[src/sv/byte_substring_finder_unit_macros.svh]
// Assertion macros shared by the substring finder.
`ifndef BYTE_SUBSTRING_FINDER_UNIT_MACROS_SVH
`define BYTE_SUBSTRING_FINDER_UNIT_MACROS_SVH

`ifndef NO_ASSERTIONS

// The condition must always hold outside reset.
`define BSF_ASSERT_ALWAYS(label, clk, rst_n, prop) \
    label: assert property (@(posedge clk) disable iff (!rst_n) (prop)) \
        else $error("substring finder check failed");

// The consequent must hold in the same cycle as the antecedent.
`define BSF_ASSERT_IMPLY(label, clk, rst_n, cond, prop) \
    label: assert property (@(posedge clk) disable iff (!rst_n) (cond) |-> (prop)) \
        else $error("substring finder check failed");

`else

`define BSF_ASSERT_ALWAYS(label, clk, rst_n, prop)
`define BSF_ASSERT_IMPLY(label, clk, rst_n, cond, prop)

`endif

`endif

[src/sv/bsf_pkg.sv]
package bsf_pkg;

    // Window depth and haystack limit.
    localparam int MAX_NEEDLE   = 32;
    localparam int MAX_HAYSTACK = 65536;

    // Fixed field widths.
    localparam int BYTE_W       = 8;
    localparam int LEN_W        = 6;
    localparam int WORD_W       = 64;
    localparam int CFG_WORDS    = 4;
    localparam int NEEDLE_BYTES = CFG_WORDS * WORD_W / BYTE_W;
    localparam int NB_IDX_W     = $clog2(NEEDLE_BYTES);
    localparam int CFG_IDX_W    = 3;
    localparam int POS_W        = 16;
    localparam int CNT_W        = $clog2(MAX_HAYSTACK + 1);

    // Depth of the queue between front and back.
    localparam int QUEUE_DEPTH  = 2;
    localparam int QPTR_W       = $clog2(QUEUE_DEPTH);
    localparam int QCNT_W       = $clog2(QUEUE_DEPTH + 1);

    // Configuration register indexes.
    typedef enum logic [CFG_IDX_W-1:0] {
        REG_NEEDLE_LENGTH = 3'd0,
        REG_NEEDLE_WORD_0 = 3'd1,
        REG_NEEDLE_WORD_1 = 3'd2,
        REG_NEEDLE_WORD_2 = 3'd3,
        REG_NEEDLE_WORD_3 = 3'd4
    } bsf_reg_t;

    // One classified byte on its way to the back end.
    typedef struct packed {
        logic             hit;
        logic [POS_W-1:0] pos;
        logic             last;
    } bsf_item_t;

    // Queue status seen by both sides.
    typedef struct packed {
        logic full;
        logic empty;
    } bsf_qstat_t;

endpackage

[src/sv/bsf_front.sv]
module bsf_front (
    input  logic                          clk,
    input  logic                          rst_n,
    input  logic                          in_valid,
    output logic                          in_stall,
    input  logic [bsf_pkg::BYTE_W-1:0]    haystack_byte,
    input  logic                          last_byte,
    input  logic                          cfg_valid,
    output logic                          cfg_ready,
    input  logic [bsf_pkg::CFG_IDX_W-1:0] cfg_index,
    input  logic [bsf_pkg::WORD_W-1:0]    cfg_data,
    input  bsf_pkg::bsf_qstat_t           qstat,
    output logic                          push,
    output bsf_pkg::bsf_item_t            item
);
    import bsf_pkg::*;

    logic [LEN_W-1:0]                        len_reg;
    logic [NEEDLE_BYTES-1:0][BYTE_W-1:0]     needle_reg;
    logic [CNT_W-1:0]                        seen_reg;
    logic [CNT_W-1:0]                        seen_next;
    logic [CNT_W-1:0]                        seen_inc;
    logic [BYTE_W-1:0]                       window_reg [MAX_NEEDLE];
    logic [BYTE_W-1:0]                       window_next [MAX_NEEDLE];
    logic [MAX_NEEDLE-1:0]                   byte_ok;
    logic                                    take;
    logic                                    len_ok;
    logic                                    enough;

    // The configuration port never holds off a write.
    assign cfg_ready = 1'b1;

    // Configuration registers.
    always_ff @(posedge clk or negedge rst_n)
    begin
        if (!rst_n)
        begin
            len_reg    <= '0;
            needle_reg <= '0;
        end
        else if (cfg_valid)
        begin
            case (cfg_index)
                REG_NEEDLE_LENGTH: len_reg <= cfg_data[LEN_W-1:0];
                REG_NEEDLE_WORD_0: needle_reg[0*8 +: 8] <= cfg_data;
                REG_NEEDLE_WORD_1: needle_reg[1*8 +: 8] <= cfg_data;
                REG_NEEDLE_WORD_2: needle_reg[2*8 +: 8] <= cfg_data;
                REG_NEEDLE_WORD_3: needle_reg[3*8 +: 8] <= cfg_data;
                default:           ;
            endcase
        end
    end

    // A byte is taken when the queue has room for its outcome.
    assign in_stall = qstat.full;
    assign push     = in_valid && !in_stall;

    // Bytes enter the window only until the count saturates.
    assign take     = seen_reg < CNT_W'(MAX_HAYSTACK);
    assign seen_inc = seen_reg + CNT_W'(1);
    assign len_ok   = (len_reg != '0) && (int'(len_reg) <= MAX_NEEDLE);
    assign enough   = seen_inc >= CNT_W'(len_reg);

    // Window after the shift, compared against the reversed needle.
    always_comb
    begin
        logic [LEN_W-1:0] rel;
        for (int i = 0; i < MAX_NEEDLE; i++)
        begin
            window_next[i] = (i == 0) ? haystack_byte : window_reg[(i == 0) ? 0 : i - 1];
            rel = len_reg - LEN_W'(i) - LEN_W'(1);
            if (LEN_W'(i) >= len_reg)
                byte_ok[i] = 1'b1;
            else if (int'(rel) >= NEEDLE_BYTES)
                byte_ok[i] = (window_next[i] == '0);
            else
                byte_ok[i] = (window_next[i] == needle_reg[rel[NB_IDX_W-1:0]]);
        end
    end

    // Classified outcome of this byte.
    assign item.hit  = take && len_ok && enough && (&byte_ok);
    assign item.pos  = POS_W'(seen_inc - CNT_W'(len_reg));
    assign item.last = last_byte;

    // Byte count, cleared at the end of each haystack.
    always_comb
    begin
        seen_next = seen_reg;
        if (push)
        begin
            if (last_byte)
                seen_next = '0;
            else if (take)
                seen_next = seen_inc;
        end
    end

    always_ff @(posedge clk or negedge rst_n)
    begin
        if (!rst_n)
            seen_reg <= '0;
        else
            seen_reg <= seen_next;
    end

    // The window itself; the count keeps stale bytes out of any match.
    always_ff @(posedge clk)
    begin
        if (push && take)
        begin
            for (int i = 0; i < MAX_NEEDLE; i++)
                window_reg[i] <= window_next[i];
        end
    end

endmodule

[src/sv/bsf_queue.sv]
module bsf_queue (
    input  logic                clk,
    input  logic                rst_n,
    input  logic                push,
    input  bsf_pkg::bsf_item_t  item_in,
    input  logic                pop,
    output bsf_pkg::bsf_item_t  item_out,
    output bsf_pkg::bsf_qstat_t qstat
);
    import bsf_pkg::*;

    bsf_item_t          entry_reg [QUEUE_DEPTH];
    logic [QPTR_W-1:0]  wr_ptr_reg;
    logic [QPTR_W-1:0]  wr_ptr_next;
    logic [QPTR_W-1:0]  rd_ptr_reg;
    logic [QPTR_W-1:0]  rd_ptr_next;
    logic [QCNT_W-1:0]  count_reg;
    logic [QCNT_W-1:0]  count_next;

    assign qstat.full  = (count_reg == QCNT_W'(QUEUE_DEPTH));
    assign qstat.empty = (count_reg == '0);
    assign item_out    = entry_reg[rd_ptr_reg];

    // Pointer and occupancy update; a push and a pop may share a cycle.
    always_comb
    begin
        wr_ptr_next = push ? QPTR_W'(wr_ptr_reg + QPTR_W'(1)) : wr_ptr_reg;
        rd_ptr_next = pop  ? QPTR_W'(rd_ptr_reg + QPTR_W'(1)) : rd_ptr_reg;
        count_next  = count_reg;
        if (push && !pop)
            count_next = count_reg + QCNT_W'(1);
        else if (pop && !push)
            count_next = count_reg - QCNT_W'(1);
    end

    always_ff @(posedge clk or negedge rst_n)
    begin
        if (!rst_n)
        begin
            wr_ptr_reg <= '0;
            rd_ptr_reg <= '0;
            count_reg  <= '0;
        end
        else
        begin
            wr_ptr_reg <= wr_ptr_next;
            rd_ptr_reg <= rd_ptr_next;
            count_reg  <= count_next;
        end
    end

    // Entry storage.
    always_ff @(posedge clk)
    begin
        if (push)
            entry_reg[wr_ptr_reg] <= item_in;
    end

endmodule

[src/sv/bsf_back.sv]
module bsf_back (
    input  logic                      clk,
    input  logic                      rst_n,
    input  bsf_pkg::bsf_item_t        item,
    input  bsf_pkg::bsf_qstat_t       qstat,
    output logic                      pop,
    output logic                      out_valid,
    input  logic                      out_stall,
    output logic                      found,
    output logic [bsf_pkg::POS_W-1:0] position
);
    import bsf_pkg::*;

    logic             reported_reg;
    logic             reported_next;
    logic             valid_reg;
    logic             valid_next;
    logic             found_reg;
    logic [POS_W-1:0] pos_reg;
    logic             can_load;
    logic             emit_found;
    logic             emit_miss;

    // The output register is free when empty or being drained by a transfer.
    assign can_load   = !valid_reg || !out_stall;
    assign pop        = !qstat.empty && can_load;
    assign emit_found = item.hit && !reported_reg;
    assign emit_miss  = item.last && !reported_reg && !item.hit;

    // Match bookkeeping for the current haystack and output valid.
    always_comb
    begin
        reported_next = reported_reg;
        valid_next    = valid_reg;
        if (pop)
        begin
            if (item.last)
                reported_next = 1'b0;
            else if (emit_found)
                reported_next = 1'b1;
        end
        if (can_load)
            valid_next = pop && (emit_found || emit_miss);
    end

    always_ff @(posedge clk or negedge rst_n)
    begin
        if (!rst_n)
        begin
            reported_reg <= 1'b0;
            valid_reg    <= 1'b0;
        end
        else
        begin
            reported_reg <= reported_next;
            valid_reg    <= valid_next;
        end
    end

    // Result payload; a not-found result carries a zero position.
    always_ff @(posedge clk)
    begin
        if (pop && (emit_found || emit_miss))
        begin
            found_reg <= emit_found;
            pos_reg   <= emit_found ? item.pos : '0;
        end
    end

    assign out_valid = valid_reg;
    assign found     = found_reg;
    assign position  = pos_reg;

endmodule

[src/sv/byte_substring_finder_unit.sv]
// Result path: a byte is held in a queue entry, then its result in the output register.
// Throughput: one haystack byte per cycle when not stalled; the 32-byte window compare
// against the needle is done in the front stage in the cycle the byte is taken.
// Reset (rst_n, asynchronous, active low) clears the needle registers, the byte count,
// the match flag, the queue and the output valid.
`include "byte_substring_finder_unit_macros.svh"

module byte_substring_finder_unit (
    input  logic                          clk,
    input  logic                          rst_n,
    input  logic                          in_valid,
    output logic                          in_stall,
    input  logic [bsf_pkg::BYTE_W-1:0]    haystack_byte,
    input  logic                          last_byte,
    output logic                          out_valid,
    input  logic                          out_stall,
    output logic                          found,
    output logic [bsf_pkg::POS_W-1:0]     position,
    input  logic                          cfg_valid,
    output logic                          cfg_ready,
    input  logic [bsf_pkg::CFG_IDX_W-1:0] cfg_index,
    input  logic [bsf_pkg::WORD_W-1:0]    cfg_data
);
    import bsf_pkg::*;

    logic       push;
    logic       pop;
    bsf_item_t  front_item;
    bsf_item_t  queue_item;
    bsf_qstat_t qstat;

    // Front end: configuration, window and classification.
    bsf_front u_front (
        .clk           (clk),
        .rst_n         (rst_n),
        .in_valid      (in_valid),
        .in_stall      (in_stall),
        .haystack_byte (haystack_byte),
        .last_byte     (last_byte),
        .cfg_valid     (cfg_valid),
        .cfg_ready     (cfg_ready),
        .cfg_index     (cfg_index),
        .cfg_data      (cfg_data),
        .qstat         (qstat),
        .push          (push),
        .item          (front_item)
    );

    // Short queue between the two halves.
    bsf_queue u_queue (
        .clk      (clk),
        .rst_n    (rst_n),
        .push     (push),
        .item_in  (front_item),
        .pop      (pop),
        .item_out (queue_item),
        .qstat    (qstat)
    );

    // Back end: first-match tracking and the result register.
    bsf_back u_back (
        .clk       (clk),
        .rst_n     (rst_n),
        .item      (queue_item),
        .qstat     (qstat),
        .pop       (pop),
        .out_valid (out_valid),
        .out_stall (out_stall),
        .found     (found),
        .position  (position)
    );

    // Consistency checks.
    `BSF_ASSERT_IMPLY(a_no_overflow, clk, rst_n, push, !qstat.full)
    `BSF_ASSERT_IMPLY(a_no_underflow, clk, rst_n, pop, !qstat.empty)
    `BSF_ASSERT_ALWAYS(a_qstat_sane, clk, rst_n, !(qstat.full && qstat.empty))
    `BSF_ASSERT_IMPLY(a_miss_zero_pos, clk, rst_n, out_valid && !found, position == '0)

endmodule
[config.mk]
export PLATFORM = sky130hd
export DESIGN_NAME = byte_substring_finder_unit
export DESIGN_NICKNAME = d
export VERILOG_FILES = /design/src/sv/bsf_pkg.sv /design/src/sv/bsf_front.sv /design/src/sv/bsf_queue.sv /design/src/sv/bsf_back.sv /design/src/sv/byte_substring_finder_unit.sv
export VERILOG_INCLUDE_DIRS = /design/src /design/src/sv
export SDC_FILE = /design/constraint.sdc
export NUM_CORES = 1
export LEC_CHECK = 0
export BUFFER_PORTS_ARGS = -buffer_cell sky130_fd_sc_hd__buf_2
export CORE_UTILIZATION = 46
export DETAILED_ROUTE_END_ITERATION = 8
export MAX_ROUTING_LAYER = met4
export PLACE_DENSITY_LB_ADDON = 0.08
export SETUP_SLACK_MARGIN = 0.3
export SLEW_MARGIN = 20
export SYNTH_ARGS = -nofsm -noshare
export SYNTH_HDL_FRONTEND = slang
export SYNTH_SLANG_ARGS = --single-unit
[constraint.sdc]
create_clock -name clk -period 10.95 [get_ports clk]
set_clock_uncertainty 0.05 [all_clocks]
set_input_delay 0 -clock clk [delete_from_list [all_inputs] [get_ports clk]]
set_output_delay 0 -clock clk [all_outputs]
set_load 0.01 [all_outputs]
Word-level counts from Yosys, hierarchy flattened. Memory sizes are Yosys's and may differ from the RTL's. Index checks and enable logic that the tools add are counted.

Memories kept: 2. Word-level logic and storage cells: 454. Register bits after elaboration: 302. Input port bits: 81. RAM bits: 292. Output and inout port bits: 20.

Memory list: u_front.window_reg (words 32, bits a word 8, read ports 31, clocked after memory_dff 0, write ports 32, line bsf_front.sv:23) `logic [BYTE_W-1:0] window_reg [MAX_NEEDLE];`; u_queue.entry_reg (words 2, bits a word 18, read ports 1, clocked after memory_dff 0, write ports 1, line bsf_queue.sv:12) `bsf_item_t entry_reg [QUEUE_DEPTH];`.

Reductions and logical operators: 69. Multiplexer cells: 138. Order comparisons: 99. Eq/ne operators: 37. Add/subtract/negate cells: 68.

Operator list (count): $bmux 8 s5 (32); $eq 8x8->1 (32); $logic_not 8->1 (32); $mux 8 (32); $ge 6x6->1 const B (32); $lt 5x6->1 const B (32); $sub 6x1->6 const B (32); $ge 5x6->1 const A (16); $sub 6x5->6 const B (16); $mux 1 (70); $ge 4x6->1 const A (8); $sub 6x4->6 const B (8); $mux 17 (2); $reduce_and 32->1 (1); $ge 3x6->1 const A (4); $sub 6x3->6 const B (4); $add 17x1->17 const B (1); $ge 17x6->1 (1); $lt 17x17->1 const B (1); $sub 16x6->16 (1); $reduce_and 2->1 (7); $logic_and 1x1->1 (13); $ge 1x6->1 const A (2); $ge 2x6->1 const A (2); 16 further kinds (30).

Longest topological paths before layout.
Depth in word-level cells: 9. Mapped depth: 25. Gate-level depth less buffers: 13.

Modules after synthesis. From an unflattened synthesis, not the netlist that was laid out.

Cells, all modules: 4434. Area, all modules: 47254.1 um^2.

Modules (own cells, without submodules): bsf_front (area an instance 44973.1 um^2, seq. area each 14428.8 um^2, cells an instance 4317, instances 1); bsf_queue (area an instance 1535.2 um^2, seq. area each 1181.1 um^2, cells an instance 72, instances 1); bsf_back (area an instance 745.7 um^2, seq. area each 560.5 um^2, cells an instance 45, instances 1).

Worst setup path before layout. OpenSTA, ideal clock, no wires.

Path kind: reg2reg. Start point: register u_queue.count_reg[0]. End point: memory u_front.window_reg[0][0] (enable). Period minus slack after synthesis: 11856 ps. Library setup time: 862 ps. Arrival time: 10944 ps. Path slack: -906 ps. Buffers on the path: 0. Cell stages (with the launch flop): 4. Required time: 10038 ps. Cell sequence: dfrtp_1 nand2b_1 nand2_1 nor2_1.

RTL lines: start: declaration (line bsf_queue.sv:17) `logic [QCNT_W-1:0] count_reg;`; start signal: assignment (line bsf_queue.sv:48) `count_reg <= count_next;`; end: declaration (line bsf_front.sv:23).

==> results.md <==
* 3 — H-tree levels
* 0 — Post-route DRC
* 20.4 nW — Leakage
* 11.29 ns — CP Data Required Time
* 0.769% — synthesized-area fraction occupied by adder cells
* 8 — DRT Pass-1 Iters
* 4,417 — count of nets after finishing
* 0.173 mV — worst vdd rail ir drop
* 335,000 um — global-route wire length before repair
* 1.30 ns — slew of the pin with the lowest slew margin
* 46.3% — global-route usage over all layers
* 71 — TritonCTS Buffers
* 3 — buffer levels on the longest clock path
* 4,277 — cell count after synthesis
* 12 — number of antenna violations at the first check in global routing
* in2reg — class of the most critical hold timing path
* register — kind of start point of the critical path
* 586 — sink count of the clock tree
* reg2reg — critical path start-end classification
* 49,800 um^2 — Mapped Area
* 5,780 — Non-Filler Instances
* 51,700 um^2 — Placed Instance Area
* 7.90% — Compound-Gate Fraction of Synth Area
* 247,000 um — total wire length
* 256 — number of flip-flops under the largest register name
* 301 — EDFF count, synth
* 0 — number of gates given a new drive strength after cts
* 0 — count of final hold-check violations
* 0 ns — Total Neg Setup Slack
* 10.3% — growth of design area from synthesis to finish
* 0 — Routed Antenna Nets
* 42.8 um — final routed wire length divided by cell count
* 30.0% — layout cell share with drive strength beyond 1
* 94 — distinct cell type count of the synthesized netlist
* sky130_fd_sc_hd__clkbuf_16 — clock tree root buffer cell
* 7.39% — XOR/XNOR Fraction of Synth Area
* 348 nW/um^2 — PD cells
* 0 — count of buffers added by post-CTS timing repair for setup
* 586 — number of synthesized register bits
* 11.6 um^2 — synthesized area per cell
* 190,000 um — total half-perimeter wirelength after legalization and detailed placement
* 0 — yosys warns
* 7.32 ns — arrival time of data at the critical path endpoint
* 39,213 — via count of the first global-routing pass
* 331 um — die height
* 63.7% — ratio of final minimum period to clock period
* 46.4% — Initial Utilization
* 118 — Crit Path Max Fanout
* 0 — number of maximum-capacitance constraint violations
* 32.5% — proportion of synthesized chip area in sequential cells
* 99 — number of buffers inserted by port buffering
* 120 — number of rows in the core area
* 11.1% — Relative slew margins
* 170 — maximum number of pins on one net before global-route repair
* 54,900 um^2 — post-route standard cell area excluding fillers
* register — CP endpoint kind
* 7.33 — post-DR vias/cell
* 143 MHz — Fmax
* 48.6% — fraction of registers with async set or reset after synthesis
* 5,555 — number of placed instances, taps included
* 1.13 — Final GP Congestion
* 9.10% — post-synthesis simple-gate area fraction
* 0 — final number of max-transition violations
* 0 — number of failing setup endpoints in the final timing report
* 331 um — width of the chip
* 107,000 um^2 — floorplan core area
* 0.67 ns — later-pin clock latency in the skew report
* no — RSZ-0062 raised after global routing
* completed — status
* multiplexers — largest family of logic cells by synthesized area
* 110,000 um^2 — overall die area
* 101 — number of ports placed on the die boundary
* 4,388 — number of nets in the synthesized netlist
* 6,358 — initial detailed-routing violation count
* sky130_fd_sc_hd__edfxtp_1 — Primary FF master, synth
* 0.06 ns — clock input transition at the sequential cells of the worst setup and hold paths
* 38.9% — share of cell area taken by muxes after synthesis
* done — TritonCTS clock tree
* 42,354 — routed vias
* 0 — remaining global-route overflow
* 6.98 ns — min cycle time layout
cells by family (layout without fill, tap and decap cells):
family,count (synthesis),after routing
AOI/OAI and AO/OA,581,581
xor gates and xnor gates,408,408
adders and majority gates,30,30
buffers and inverters,359,445
DFF,586,586
muxes,1372,1372
other,1,15
and+or+nand+nor,940,940
cells in the final DEF, fill, tap and decap left out, types with 18 or more instances in the layout:
master,instances
sky130_fd_sc_hd__dlygate4sd3_1,80
sky130_fd_sc_hd__o22ai_1,149
sky130_fd_sc_hd__nand2b_1,18
sky130_fd_sc_hd__dfrtp_1,280
sky130_fd_sc_hd__buf_2,98
sky130_fd_sc_hd__edfxtp_1,301
sky130_fd_sc_hd__nor2_1,166
sky130_fd_sc_hd__a211oi_1,28
sky130_fd_sc_hd__o211ai_1,28
sky130_fd_sc_hd__inv_1,21
sky130_fd_sc_hd__a21oi_1,96
sky130_fd_sc_hd__mux4_2,399
sky130_fd_sc_hd__nor3_1,48
sky130_fd_sc_hd__a31oi_1,30
sky130_fd_sc_hd__nand2_1,296
sky130_fd_sc_hd__xor2_1,177
sky130_fd_sc_hd__nand3_1,146
sky130_fd_sc_hd__a22oi_1,27
sky130_fd_sc_hd__mux2i_1,468
sky130_fd_sc_hd__nor2b_1,22
sky130_fd_sc_hd__nand4_1,54
sky130_fd_sc_hd__and3_1,20
sky130_fd_sc_hd__xnor2_2,21
sky130_fd_sc_hd__mux2_2,503
sky130_fd_sc_hd__o21ai_0,66
sky130_fd_sc_hd__xnor2_1,199
sky130_fd_sc_hd__ha_1,26
sky130_fd_sc_hd__clkbuf_16,75
sky130_fd_sc_hd__buf_4,99
sky130_fd_sc_hd__nor4_1,94
report_power, final:
part	internal, mW	switching, mW	leakage [nW]	total [mW]
Combinational	4.58	7.94	13.0	12.5
Sequential	3.02	1.14	6.30	4.15
Clock	1.38	1.07	1.17	2.44
Total	8.98	10.1	20.4	19.1
stage by stage:
step	worst slack, ns	hold WS (ns)	total power, mW	util, %
2_1_floorplan	3.30	-0.346	11.0	-
3_3_place_gp	3.93	-0.0568	16.0	48.2
3_5_place_dp	4.11	-0.0555	16.0	48.2
4_1_cts	4.11	0.0116	18.5	51.2
5_1_grt	3.80	0.0630	19.4	51.2
6_report	3.97	0.0391	19.1	51.2
routing by layer:
| layer | up-vias | GRT usage, % | part of all wire [%] |
|---|---|---|---|
| met5 | - | - | 0 |
| met3 | 553 | 16.9 | 14 |
| met4 | 0 | 22.8 | 6.1 |
| met2 | 2943 | 63.8 | 42 |
| li1 | 16938 | - | - |
| met1 | 21920 | 59.5 | 38 |
layout make-up:
class                   instances  area (um^2)
diodes                         14         35.0
clock buffers                  95         2040
clock inverters                35          323
fillers                      9529        52300
inverters                      29          114
multi-input cells            3332        32300
flip-flops and latches        586        16200
well taps                    1403         1760
repair buffers                286         2210
cells in the mapped netlist (31+ instances only):
| cell | count | share of area [%] |
|---|---|---|
| sky130_fd_sc_hd__mux2_2 | 503 | 11 |
| sky130_fd_sc_hd__mux2i_1 | 468 | 9.4 |
| sky130_fd_sc_hd__mux4_2 | 399 | 18 |
| sky130_fd_sc_hd__edfxtp_1 | 301 | 18 |
| sky130_fd_sc_hd__nand2_1 | 296 | 2.2 |
| sky130_fd_sc_hd__dfrtp_1 | 285 | 14 |
| sky130_fd_sc_hd__xnor2_1 | 221 | 3.9 |
| sky130_fd_sc_hd__xor2_1 | 180 | 3.2 |
| sky130_fd_sc_hd__nor2_1 | 172 | 1.3 |
| sky130_fd_sc_hd__o22ai_1 | 149 | 1.9 |
| sky130_fd_sc_hd__nand3_1 | 147 | 1.5 |
| sky130_fd_sc_hd__clkbuf_1 | 137 | 1.0 |
| sky130_fd_sc_hd__buf_2 | 115 | 1.2 |
| sky130_fd_sc_hd__a21oi_1 | 96 | 0.97 |
| sky130_fd_sc_hd__nor4_1 | 94 | 1.2 |
| sky130_fd_sc_hd__o21ai_0 | 66 | 0.66 |
| sky130_fd_sc_hd__nand4_1 | 54 | 0.68 |
| sky130_fd_sc_hd__nor3_1 | 49 | 0.49 |
| sky130_fd_sc_hd__buf_1 | 39 | 0.29 |
| sky130_fd_sc_hd__a31oi_1 | 31 | 0.39 |
critical path, stage by stage (launching register included):
cell and delay [ns]:
sky130_fd_sc_hd__dfrtp_4 0.76, sky130_fd_sc_hd__inv_2 0.39, sky130_fd_sc_hd__ha_4 0.72, sky130_fd_sc_hd__buf_12 0.54, sky130_fd_sc_hd__mux2_2 0.42, sky130_fd_sc_hd__mux2_2 0.26, sky130_fd_sc_hd__mux2i_1 0.76, sky130_fd_sc_hd__mux4_2 0.43
sky130_fd_sc_hd__xor2_1 0.14, sky130_fd_sc_hd__nand3_1 0.09, sky130_fd_sc_hd__a2111oi_0 0.45, sky130_fd_sc_hd__a31oi_1 0.33, sky130_fd_sc_hd__or4_1 0.56, sky130_fd_sc_hd__nor4_2 0.54
timing repair:
item                       4_1_cts  5_1_grt
hold endpoints to repair       421        0
setup endpoints to repair        0        0
hold buffers                    81        0
final timing paths:
path	to	startpoint	cells past startpoint	slack, ns
hold reg to reg	u_front.window_reg[1][41]	u_front.window_reg[1][33]	0	0.44
setup reg to reg	u_queue.entry_reg[0][17]	u_front.len_reg[1]	13	3.97
min in group asynchronous	u_queue.rd_ptr_reg	rst_n	4	0.51
max in group asynchronous	u_front.len_reg[3]	rst_n	5	8.84
hold / removal	u_back.out_valid	out_stall	3	0.04
setup / recovery	u_queue.entry_reg[0][17]	u_front.len_reg[1]	13	3.97
(Power assumes the default switching activity.)
